## src/sv/assert_macros.svh

```systemverilog
// ----------------------------------------------------------------------------
// Assertion macros
// Shared concurrent assertion wrappers. Defining NO_ASSERTIONS removes them.
// ----------------------------------------------------------------------------
`ifndef ASSERT_MACROS_SVH
`define ASSERT_MACROS_SVH

`ifndef NO_ASSERTIONS

// Checks that an expression holds at every clock edge outside reset.
`define ASSERT_HOLDS(lbl, clk, rst, expr, msg) \
   lbl: assert property (@(posedge clk) disable iff (rst) (expr)) else $error(msg);

// Checks that a condition in one cycle implies another in the same cycle.
`define ASSERT_IMPLIES(lbl, clk, rst, ante, cons, msg) \
   lbl: assert property (@(posedge clk) disable iff (rst) (ante) |-> (cons)) else $error(msg);

// Checks that a condition in one cycle implies another in the next cycle.
`define ASSERT_NEXT(lbl, clk, rst, ante, cons, msg) \
   lbl: assert property (@(posedge clk) disable iff (rst) (ante) |=> (cons)) else $error(msg);

`else

`define ASSERT_HOLDS(lbl, clk, rst, expr, msg)
`define ASSERT_IMPLIES(lbl, clk, rst, ante, cons, msg)
`define ASSERT_NEXT(lbl, clk, rst, ante, cons, msg)

`endif

`endif

```

## src/sv/bfa_pkg.sv

```systemverilog
// ----------------------------------------------------------------------------
// Bitmap allocator package
// Types, command codes and sizes shared by the allocator modules.
// ----------------------------------------------------------------------------
package bfa_pkg;

   localparam int NUM_BLOCKS   = 64;
   localparam int QUEUE_DEPTH  = 2;

   localparam int CMD_W        = 2;
   localparam int START_W      = 6;
   localparam int COUNT_W      = 7;
   // Scan position runs from 0 up to and including NUM_BLOCKS.
   localparam int IDX_W        = $clog2(NUM_BLOCKS + 1);

   localparam logic [CMD_W-1:0] CMD_MARK = 2'd0;
   localparam logic [CMD_W-1:0] CMD_FREE = 2'd1;
   localparam logic [CMD_W-1:0] CMD_FIND = 2'd2;

   typedef struct packed {
      logic [CMD_W-1:0]   command;
      logic [START_W-1:0] start_block;
      logic [COUNT_W-1:0] block_count;
   } req_type;

   typedef struct packed {
      logic [START_W-1:0] run_start;
      logic [COUNT_W-1:0] run_length;
      logic               found;
      logic               last;
      logic               range_error;
   } rsp_type;

   typedef enum logic [2:0] {
      OP_SET,
      OP_CLEAR,
      OP_FIND,
      OP_ACK,
      OP_ERROR
   } op_kind_type;

   typedef struct packed {
      op_kind_type            op;
      logic [NUM_BLOCKS-1:0]  mask;
      logic [COUNT_W-1:0]     need;
   } job_type;

   typedef struct packed {
      logic has_item;
      logic has_room;
   } queue_status_type;

   typedef enum logic [1:0] {
      ST_IDLE,
      ST_SCAN,
      ST_FLUSH
   } state_type;

endpackage

```

## src/sv/bfa_front.sv

```systemverilog
// ----------------------------------------------------------------------------
// Allocator front end
// Accepts requests, checks ranges against the map and builds block masks.
// ----------------------------------------------------------------------------
module bfa_front (
   input  logic                      req_valid,
   output logic                      req_stall,
   input  bfa_pkg::req_type          req_data,
   input  bfa_pkg::queue_status_type q_status,
   output logic                      push,
   output bfa_pkg::job_type          job
);

   logic [bfa_pkg::COUNT_W:0]      range_end;
   logic                           out_of_range;
   logic [bfa_pkg::NUM_BLOCKS-1:0] low_ones;

   assign req_stall = !q_status.has_room;
   assign push      = req_valid && q_status.has_room;

   assign range_end    = {2'b00, req_data.start_block} + {1'b0, req_data.block_count};
   assign out_of_range = range_end > (bfa_pkg::COUNT_W + 1)'(bfa_pkg::NUM_BLOCKS);

   // A shift by the full map width leaves no ones, so a full-map range works.
   assign low_ones = ~({bfa_pkg::NUM_BLOCKS{1'b1}} << req_data.block_count);

   always_comb begin
      job.mask = low_ones << req_data.start_block;
      job.need = req_data.block_count;
      unique case (req_data.command)
         bfa_pkg::CMD_MARK: begin
            job.op = out_of_range ? bfa_pkg::OP_ERROR : bfa_pkg::OP_SET;
         end
         bfa_pkg::CMD_FREE: begin
            job.op = out_of_range ? bfa_pkg::OP_ERROR : bfa_pkg::OP_CLEAR;
         end
         bfa_pkg::CMD_FIND: begin
            job.op = bfa_pkg::OP_FIND;
         end
         default: begin
            job.op = bfa_pkg::OP_ACK;
         end
      endcase
   end

endmodule

```

## src/sv/bfa_queue.sv

```systemverilog
// ----------------------------------------------------------------------------
// Allocator job queue
// Short first-in first-out buffer between the front end and the engine.
// ----------------------------------------------------------------------------
module bfa_queue (
   input  logic                      clock,
   input  logic                      reset,
   input  logic                      push,
   input  bfa_pkg::job_type          push_data,
   input  logic                      pop,
   output bfa_pkg::job_type          head,
   output bfa_pkg::queue_status_type status
);

   localparam int PTR_W = (bfa_pkg::QUEUE_DEPTH > 1) ? $clog2(bfa_pkg::QUEUE_DEPTH) : 1;
   localparam int CNT_W = $clog2(bfa_pkg::QUEUE_DEPTH + 1);

   bfa_pkg::job_type entries_ff [bfa_pkg::QUEUE_DEPTH];

   logic [PTR_W-1:0] wr_ptr_ff, wr_ptr_in;
   logic [PTR_W-1:0] rd_ptr_ff, rd_ptr_in;
   logic [CNT_W-1:0] count_ff, count_in;
   logic             do_push;
   logic             do_pop;

   assign status.has_item = count_ff != '0;
   assign status.has_room = count_ff != CNT_W'(bfa_pkg::QUEUE_DEPTH);
   assign do_push         = push && status.has_room;
   assign do_pop          = pop && status.has_item;
   assign head            = entries_ff[rd_ptr_ff];

   always_comb begin
      wr_ptr_in = wr_ptr_ff;
      rd_ptr_in = rd_ptr_ff;
      count_in  = count_ff;
      if (do_push) begin
         wr_ptr_in = (wr_ptr_ff == PTR_W'(bfa_pkg::QUEUE_DEPTH - 1)) ? '0 : wr_ptr_ff + 1'b1;
      end
      if (do_pop) begin
         rd_ptr_in = (rd_ptr_ff == PTR_W'(bfa_pkg::QUEUE_DEPTH - 1)) ? '0 : rd_ptr_ff + 1'b1;
      end
      if (do_push && !do_pop) begin
         count_in = count_ff + 1'b1;
      end else if (do_pop && !do_push) begin
         count_in = count_ff - 1'b1;
      end
   end

   always_ff @(posedge clock) begin
      if (reset) begin
         wr_ptr_ff <= '0;
         rd_ptr_ff <= '0;
         count_ff  <= '0;
      end else begin
         wr_ptr_ff <= wr_ptr_in;
         rd_ptr_ff <= rd_ptr_in;
         count_ff  <= count_in;
      end
   end

   always_ff @(posedge clock) begin
      if (do_push) begin
         entries_ff[wr_ptr_ff] <= push_data;
      end
   end

endmodule

```

## src/sv/bfa_engine.sv

```systemverilog
// ----------------------------------------------------------------------------
// Allocator engine
// Holds the allocation map, applies range updates and scans for free runs.
// ----------------------------------------------------------------------------
`include "assert_macros.svh"

module bfa_engine (
   input  logic                      clock,
   input  logic                      reset,
   input  bfa_pkg::queue_status_type q_status,
   input  bfa_pkg::job_type          job,
   output logic                      pop,
   output logic                      rsp_valid,
   input  logic                      rsp_stall,
   output bfa_pkg::rsp_type          rsp_data
);

   bfa_pkg::state_type state_ff, state_in;

   logic [bfa_pkg::NUM_BLOCKS-1:0] map_ff, map_in;
   logic [bfa_pkg::NUM_BLOCKS-1:0] scan_ff, scan_in;
   logic [bfa_pkg::IDX_W-1:0]      idx_ff, idx_in;
   logic [bfa_pkg::COUNT_W-1:0]    need_ff, need_in;
   logic                           in_run_ff, in_run_in;
   logic [bfa_pkg::START_W-1:0]    run_begin_ff, run_begin_in;
   logic [bfa_pkg::COUNT_W-1:0]    run_len_ff, run_len_in;
   logic                           pend_valid_ff, pend_valid_in;
   logic [bfa_pkg::START_W-1:0]    pend_start_ff, pend_start_in;
   logic [bfa_pkg::COUNT_W-1:0]    pend_len_ff, pend_len_in;
   logic                           rsp_valid_ff, rsp_valid_in;
   bfa_pkg::rsp_type               rsp_ff, rsp_in;

   logic             out_free;
   logic             scan_end;
   logic             cur_free;
   logic             run_closes;
   logic             emit;
   bfa_pkg::rsp_type emit_data;

   assign out_free   = !rsp_valid_ff || !rsp_stall;
   assign scan_end   = idx_ff == bfa_pkg::IDX_W'(bfa_pkg::NUM_BLOCKS);
   // Past the end of the map the scan sees an allocated block, closing any open run.
   assign cur_free   = !scan_end && !scan_ff[0];
   assign run_closes = !cur_free && in_run_ff && (run_len_ff >= need_ff);

   assign rsp_valid = rsp_valid_ff;
   assign rsp_data  = rsp_ff;

   // Next state
   always_comb begin
      state_in = state_ff;
      unique case (state_ff)
         bfa_pkg::ST_IDLE: begin
            if (q_status.has_item && out_free && job.op == bfa_pkg::OP_FIND) begin
               state_in = bfa_pkg::ST_SCAN;
            end
         end
         bfa_pkg::ST_SCAN: begin
            if (out_free && scan_end) begin
               state_in = bfa_pkg::ST_FLUSH;
            end
         end
         bfa_pkg::ST_FLUSH: begin
            if (out_free) begin
               state_in = bfa_pkg::ST_IDLE;
            end
         end
         default: begin
            state_in = bfa_pkg::ST_IDLE;
         end
      endcase
   end

   // Datapath and outputs
   always_comb begin
      pop           = 1'b0;
      emit          = 1'b0;
      emit_data     = '0;
      map_in        = map_ff;
      scan_in       = scan_ff;
      idx_in        = idx_ff;
      need_in       = need_ff;
      in_run_in     = in_run_ff;
      run_begin_in  = run_begin_ff;
      run_len_in    = run_len_ff;
      pend_valid_in = pend_valid_ff;
      pend_start_in = pend_start_ff;
      pend_len_in   = pend_len_ff;
      unique case (state_ff)
         bfa_pkg::ST_IDLE: begin
            if (q_status.has_item && out_free) begin
               pop            = 1'b1;
               emit_data.last = 1'b1;
               case (job.op)
                  bfa_pkg::OP_SET: begin
                     map_in = map_ff | job.mask;
                     emit   = 1'b1;
                  end
                  bfa_pkg::OP_CLEAR: begin
                     map_in = map_ff & ~job.mask;
                     emit   = 1'b1;
                  end
                  bfa_pkg::OP_ERROR: begin
                     emit                  = 1'b1;
                     emit_data.range_error = 1'b1;
                  end
                  bfa_pkg::OP_FIND: begin
                     scan_in       = map_ff;
                     idx_in        = '0;
                     need_in       = job.need;
                     in_run_in     = 1'b0;
                     run_len_in    = '0;
                     pend_valid_in = 1'b0;
                  end
                  default: begin
                     emit = 1'b1;
                  end
               endcase
            end
         end
         bfa_pkg::ST_SCAN: begin
            if (out_free) begin
               scan_in = scan_ff >> 1;
               // The index parks at the end of the map until the next find.
               if (!scan_end) begin
                  idx_in = idx_ff + 1'b1;
               end
               if (cur_free) begin
                  in_run_in = 1'b1;
                  if (!in_run_ff) begin
                     run_begin_in = idx_ff[bfa_pkg::START_W-1:0];
                     run_len_in   = bfa_pkg::COUNT_W'(1);
                  end else begin
                     run_len_in = run_len_ff + 1'b1;
                  end
               end else begin
                  in_run_in  = 1'b0;
                  run_len_in = '0;
               end
               // A closed run is held back until the next run closes, so that the final one can carry last.
               if (run_closes) begin
                  if (pend_valid_ff) begin
                     emit                 = 1'b1;
                     emit_data.found      = 1'b1;
                     emit_data.run_start  = pend_start_ff;
                     emit_data.run_length = pend_len_ff;
                  end
                  pend_valid_in = 1'b1;
                  pend_start_in = run_begin_ff;
                  pend_len_in   = run_len_ff;
               end
            end
         end
         bfa_pkg::ST_FLUSH: begin
            if (out_free) begin
               emit           = 1'b1;
               emit_data.last = 1'b1;
               if (pend_valid_ff) begin
                  emit_data.found      = 1'b1;
                  emit_data.run_start  = pend_start_ff;
                  emit_data.run_length = pend_len_ff;
               end
            end
         end
         default: begin
            pop = 1'b0;
         end
      endcase
   end

   always_comb begin
      rsp_valid_in = rsp_valid_ff;
      rsp_in       = rsp_ff;
      if (emit) begin
         rsp_valid_in = 1'b1;
         rsp_in       = emit_data;
      end else if (!rsp_stall) begin
         rsp_valid_in = 1'b0;
      end
   end

   always_ff @(posedge clock) begin
      if (reset) begin
         state_ff      <= bfa_pkg::ST_IDLE;
         map_ff        <= '0;
         rsp_valid_ff  <= 1'b0;
         pend_valid_ff <= 1'b0;
         in_run_ff     <= 1'b0;
         idx_ff        <= '0;
      end else begin
         state_ff      <= state_in;
         map_ff        <= map_in;
         rsp_valid_ff  <= rsp_valid_in;
         pend_valid_ff <= pend_valid_in;
         in_run_ff     <= in_run_in;
         idx_ff        <= idx_in;
      end
   end

   always_ff @(posedge clock) begin
      scan_ff       <= scan_in;
      need_ff       <= need_in;
      run_begin_ff  <= run_begin_in;
      run_len_ff    <= run_len_in;
      pend_start_ff <= pend_start_in;
      pend_len_ff   <= pend_len_in;
      rsp_ff        <= rsp_in;
   end

   `ASSERT_IMPLIES(a_pop_idle, clock, reset, pop,
      state_ff == bfa_pkg::ST_IDLE, "job taken outside idle")
   `ASSERT_HOLDS(a_idx_bound, clock, reset,
      idx_ff <= bfa_pkg::IDX_W'(bfa_pkg::NUM_BLOCKS), "scan index past end of map")
   `ASSERT_IMPLIES(a_found_len, clock, reset, rsp_valid_ff && rsp_ff.found,
      rsp_ff.run_length != '0 && !rsp_ff.range_error, "found result with empty run")
   `ASSERT_NEXT(a_flush_last, clock, reset, state_ff == bfa_pkg::ST_FLUSH && out_free,
      state_ff == bfa_pkg::ST_IDLE && rsp_valid_ff && rsp_ff.last,
      "find did not end with last")

endmodule

```

## src/sv/bitmap_free_run_allocator.sv

```systemverilog
// Mark, free and unused commands: the result is registered in the cycle after the job
// leaves the queue; one such item per cycle is sustained while no find runs and the
// result channel does not stall. Find: the engine walks the map one block per cycle
// while the result channel does not stall and takes no new job until the find ends.
// The two-entry job queue lets requests be accepted while a find scan runs.
// Synchronous reset frees every block and empties the queue and output register.
// ----------------------------------------------------------------------------
// Bitmap free-run allocator
// Allocation bitmap with range mark/free and a scan for free runs.
// ----------------------------------------------------------------------------
module bitmap_free_run_allocator (
   input  logic             clock,
   input  logic             reset,
   input  logic             req_valid,
   output logic             req_stall,
   input  bfa_pkg::req_type req_data,
   output logic             rsp_valid,
   input  logic             rsp_stall,
   output bfa_pkg::rsp_type rsp_data
);

   bfa_pkg::queue_status_type q_status;
   bfa_pkg::job_type          front_job;
   bfa_pkg::job_type          head_job;
   logic                      push;
   logic                      pop;

   bfa_front u_front (
      .req_valid (req_valid),
      .req_stall (req_stall),
      .req_data  (req_data),
      .q_status  (q_status),
      .push      (push),
      .job       (front_job)
   );

   bfa_queue u_queue (
      .clock     (clock),
      .reset     (reset),
      .push      (push),
      .push_data (front_job),
      .pop       (pop),
      .head      (head_job),
      .status    (q_status)
   );

   bfa_engine u_engine (
      .clock     (clock),
      .reset     (reset),
      .q_status  (q_status),
      .job       (head_job),
      .pop       (pop),
      .rsp_valid (rsp_valid),
      .rsp_stall (rsp_stall),
      .rsp_data  (rsp_data)
   );

endmodule
```

## config.mk

```make
export PLATFORM = sky130hd
export DESIGN_NAME = bitmap_free_run_allocator
export DESIGN_NICKNAME = d
export VERILOG_FILES = /design/src/sv/bfa_pkg.sv /design/src/sv/bfa_front.sv /design/src/sv/bfa_queue.sv /design/src/sv/bfa_engine.sv /design/src/sv/bitmap_free_run_allocator.sv
export VERILOG_INCLUDE_DIRS = /design/src /design/src/sv
export SDC_FILE = /design/constraint.sdc
export NUM_CORES = 1
export LEC_CHECK = 0
export BUFFER_PORTS_ARGS = -buffer_cell sky130_fd_sc_hd__buf_2
export CAP_MARGIN = 0
export CORE_MARGIN = 1
export CORE_UTILIZATION = 45
export DETAILED_ROUTE_END_ITERATION = 10
export PLACE_DENSITY = 0.6
export SLEW_MARGIN = 20
export SYNTH_ARGS = -nofsm -noshare
export SYNTH_HDL_FRONTEND = slang
export SYNTH_HIERARCHICAL = 1
export SYNTH_SLANG_ARGS = --single-unit
export TNS_END_PERCENT = 10
```

## constraint.sdc

```tcl
create_clock -name clock -period 3.1 [get_ports clock]
set_input_delay 0.155 -clock clock [delete_from_list [all_inputs] [get_ports clock]]
set_output_delay 0.155 -clock clock [all_outputs]
set_load 0.01 [all_outputs]
```

==> run metrics <==
worst skew pair latency=0.53 ns; # setup viols final=0; CTS Buffer Depth=3; Max H-tree Level=2; max_cap viols=0; placed cells=between 2,000 and 2,500; ANT nets after route=0; Flop pwr share=0.430; first-pass GRT wire length=79,700 um; Seq. cell area=~9500 um^2; PD cells=720 nW/um^2; synthesis-to-layout area growth=14.5%; number of port buffers=36; area post-placement=18,800 um^2; total core area=38,000 um^2; Top Ports=37; most frequent cells in the layout=261 x edfxtp_1, 145 x mux2_2, 133 x buf_4, 123 x a21oi_1, 105 x nor2_1; hold path startpoint=rsp_stall; CP required=3.43 ns; final number of max-transition violations=0; worst slew pin tran=~1.1 ns; Seq/Total Area, Yosys=0.540; uppermost layer routed=met4; Synth area leader=edfxtp_1; Detail Route met2 WL=22,500 um; initial antenna violation count=0; Fin Hold WS=0.0820 ns; Clock Tree Root=clkbuf_16; post-DP HPWL=37,000 um; maximum VDD drop=0.425 mV; Hold Path Class=input port to flop; skew final=about 0.022 ns; DP Worst Slack=approximately 0.13 ns; ant diodes=0; Final Instance Area=20,100 um^2; Avg Cell Area, Syn=11.6 um^2; commonest non-fill, non-tap cell in the layout=edfxtp_1; sw frac=0.303; Peak Freq=397 MHz; status=completed; Initial DRT Pass Iterations=5; number of global-route vias before repair=12,700; Chip Height=199 um; Yosys top cell area share=0.447; length of routed wiring on met1=24,800 um; total wire length=52,500 um; ys flop type=edfxtp_1; TNS Setup=0 ns; CTS tree=built; critical path peak fanout=27; #FFs+latches synth=342; DR vias=roughly 13,000; number of core rows=71; Worst Reg-to-Reg Cells=7; post-DR vias/cell=approximately 6.2; cell count after synthesis=1,513; routability-driven placement congestion ratio=around 0.97; Hold Buf Count CTS=2; area of the multi-input gates=7270 um^2; largest net degree at the start of global routing=129; Hold Path Cell Cnt=5; synth warn=6; die area=between 30,000 and 40,000 um^2; DRT iter0 DRCs=1,316; post-CTS setup buffer count=0; Final Non-Filler Cells=2,138; grt ovf=0; Async SR Flop Fraction=0; fin worst setup slack=0.580 ns; Post-CTS Resized=0; Logic pwr share=0.268; Final Hold Viols=0; Die X=199 um; clock power share=0.302; Reg clk slew, reported paths=0.06 ns; CP Capture Type=flop; FILL cells=3,391; Slew Limit Headroom=0.300; worst path arrival time=2.85 ns; internal power=10.1 mW; RSZ-0062 raised after global routing=no; fin nets=1,639; WHS Endpoint=u_engine/rsp_valid$_SDFFE_PP0P_; Synth cell types=90; Starting Density=0.461; Post-synth EDFFs=about 260; GRT Util Overall=0.267; Startpoint Class=input port; CTS buffer count=38; DRC violations left=0; NetSw=4.37 mW; wire per inst=24.5 um; CTS Sinks=around 340; Worst R2R Setup Slack=0.60 ns; share of post-route cells with drive strength above 1=0.259; synthesized net count=approximately 1,600; post-route minimum period=2.52 ns; CP Class=input port to flop; Cell Area, Synth=around 18,000 um^2; reg-to-reg startpoint=u_engine/state_ff[1]$_SDFFE_PP0P_; Final Cycle Share=0.813; Met3 Wirelength=3140 um; top cells by area, synth=edfxtp_1 45%, mux2_2 9.3%, dfxtp_1 9.3%; LEAKAGE=7.02 nW
## cell usage after synthesis (all sizes together), types with 11 or more instances
cell    count
edfxtp    261
mux2      145
a21oi     125
nor2      108
dfxtp      81
a311oi     73
nand2      72
buf        67
clkbuf     65
o21ai      62
inv        37
a211oi     27
nand3      25
a31oi      24
ha         21
nor2b      20
nor3       20
o22ai      19
mux2i      16
o21a       16
o211ai     11
o221ai     11
o22a       11
or3        11
## cells by family (layout without fill, tap and decap cells)
logic type | Yosys count | in the layout | synth area share
buffers and inverters | 170 | 284 | 0.0464
XOR/XNOR | 14 | 14 | 0.00700
AO/OA/AOI/OAI | 491 | 491 | 0.198
flip-flops | 342 | 342 | 0.540
AND/OR/NAND/NOR | 311 | 311 | 0.0879
multiplexers | 162 | 162 | 0.104
adder cells (fa/ha/maj) | 23 | 23 | 0.0167
## power groups by stage
| stage | logic [mW] | clock network [mW] | registers [mW] |
|---|---|---|---|
| finish | 3.87 | 4.36 | 6.21 |
| global route | 4.17 | 4.66 | 6.29 |
| CTS | 3.88 | 4.47 | 6.22 |
| detailed placement | 3.86 | 0 | 6.31 |
| global placement | 3.81 | 0 | 6.28 |
| floorplan | 2.63 | 0 | 6.30 |
## how the worst max path moves through the flow
stage | from | end | slack [ns] | cells after the start
global placement | req_data[8] | u_queue/entries_ff[0][64]$_DFFE_PP_ | -0.01 | 9
global route | req_data[8] | u_queue/entries_ff[1][56]$_DFFE_PP_ | 0.44 | 11
detailed placement | req_data[0] | u_queue/entries_ff[0][56]$_DFFE_PP_ | 0.13 | 9
CTS | req_data[8] | u_queue/entries_ff[0][56]$_DFFE_PP_ | 0.65 | 11
finish | req_data[8] | u_queue/entries_ff[0][64]$_DFFE_PP_ | 0.58 | 9
floorplan | u_engine/run_len_ff[5]$_SDFFCE_PN0P_ | u_engine/rsp_data[0]$_SDFFCE_PN0P_ | 0.11 | 6
## cell type report
cell class,instances,area share
clock inverter,12,0.00593
sequential,342,0.472
multi-input combinational,1001,0.363
timing repair buffer,177,0.0657
inverter,38,0.00711
tap,511,0.0319
clock buffer,57,0.0550
## stage by stage
step | total power [mW] | utilization
3_3_place_gp | 10.1 | 0.495
2_1_floorplan | 8.94 | -
6_report | 14.4 | 0.528
5_1_grt | 15.1 | 0.528
4_1_cts | 14.6 | 0.528
3_5_place_dp | 10.2 | 0.495
## critical path, cell delays in order
cell and delay (ns):
buf_2 0.12, buf_4 0.32, inv_1 0.19, buf_4 0.28, a2111oi_0 0.39, o32ai_1 0.24
mux2_2 0.34, a2111oi_0 0.48, a221o_1 0.31
## per-layer routing
layer | vias to the layer above | track usage
met5 | - | 0
met4 | 0 | 0.110
met3 | 110 | 0.0381
met2 | 508 | 0.391
met1 | 6556 | 0.395
li1 | 6087 | -
Power figures use the tool's default switching activity.
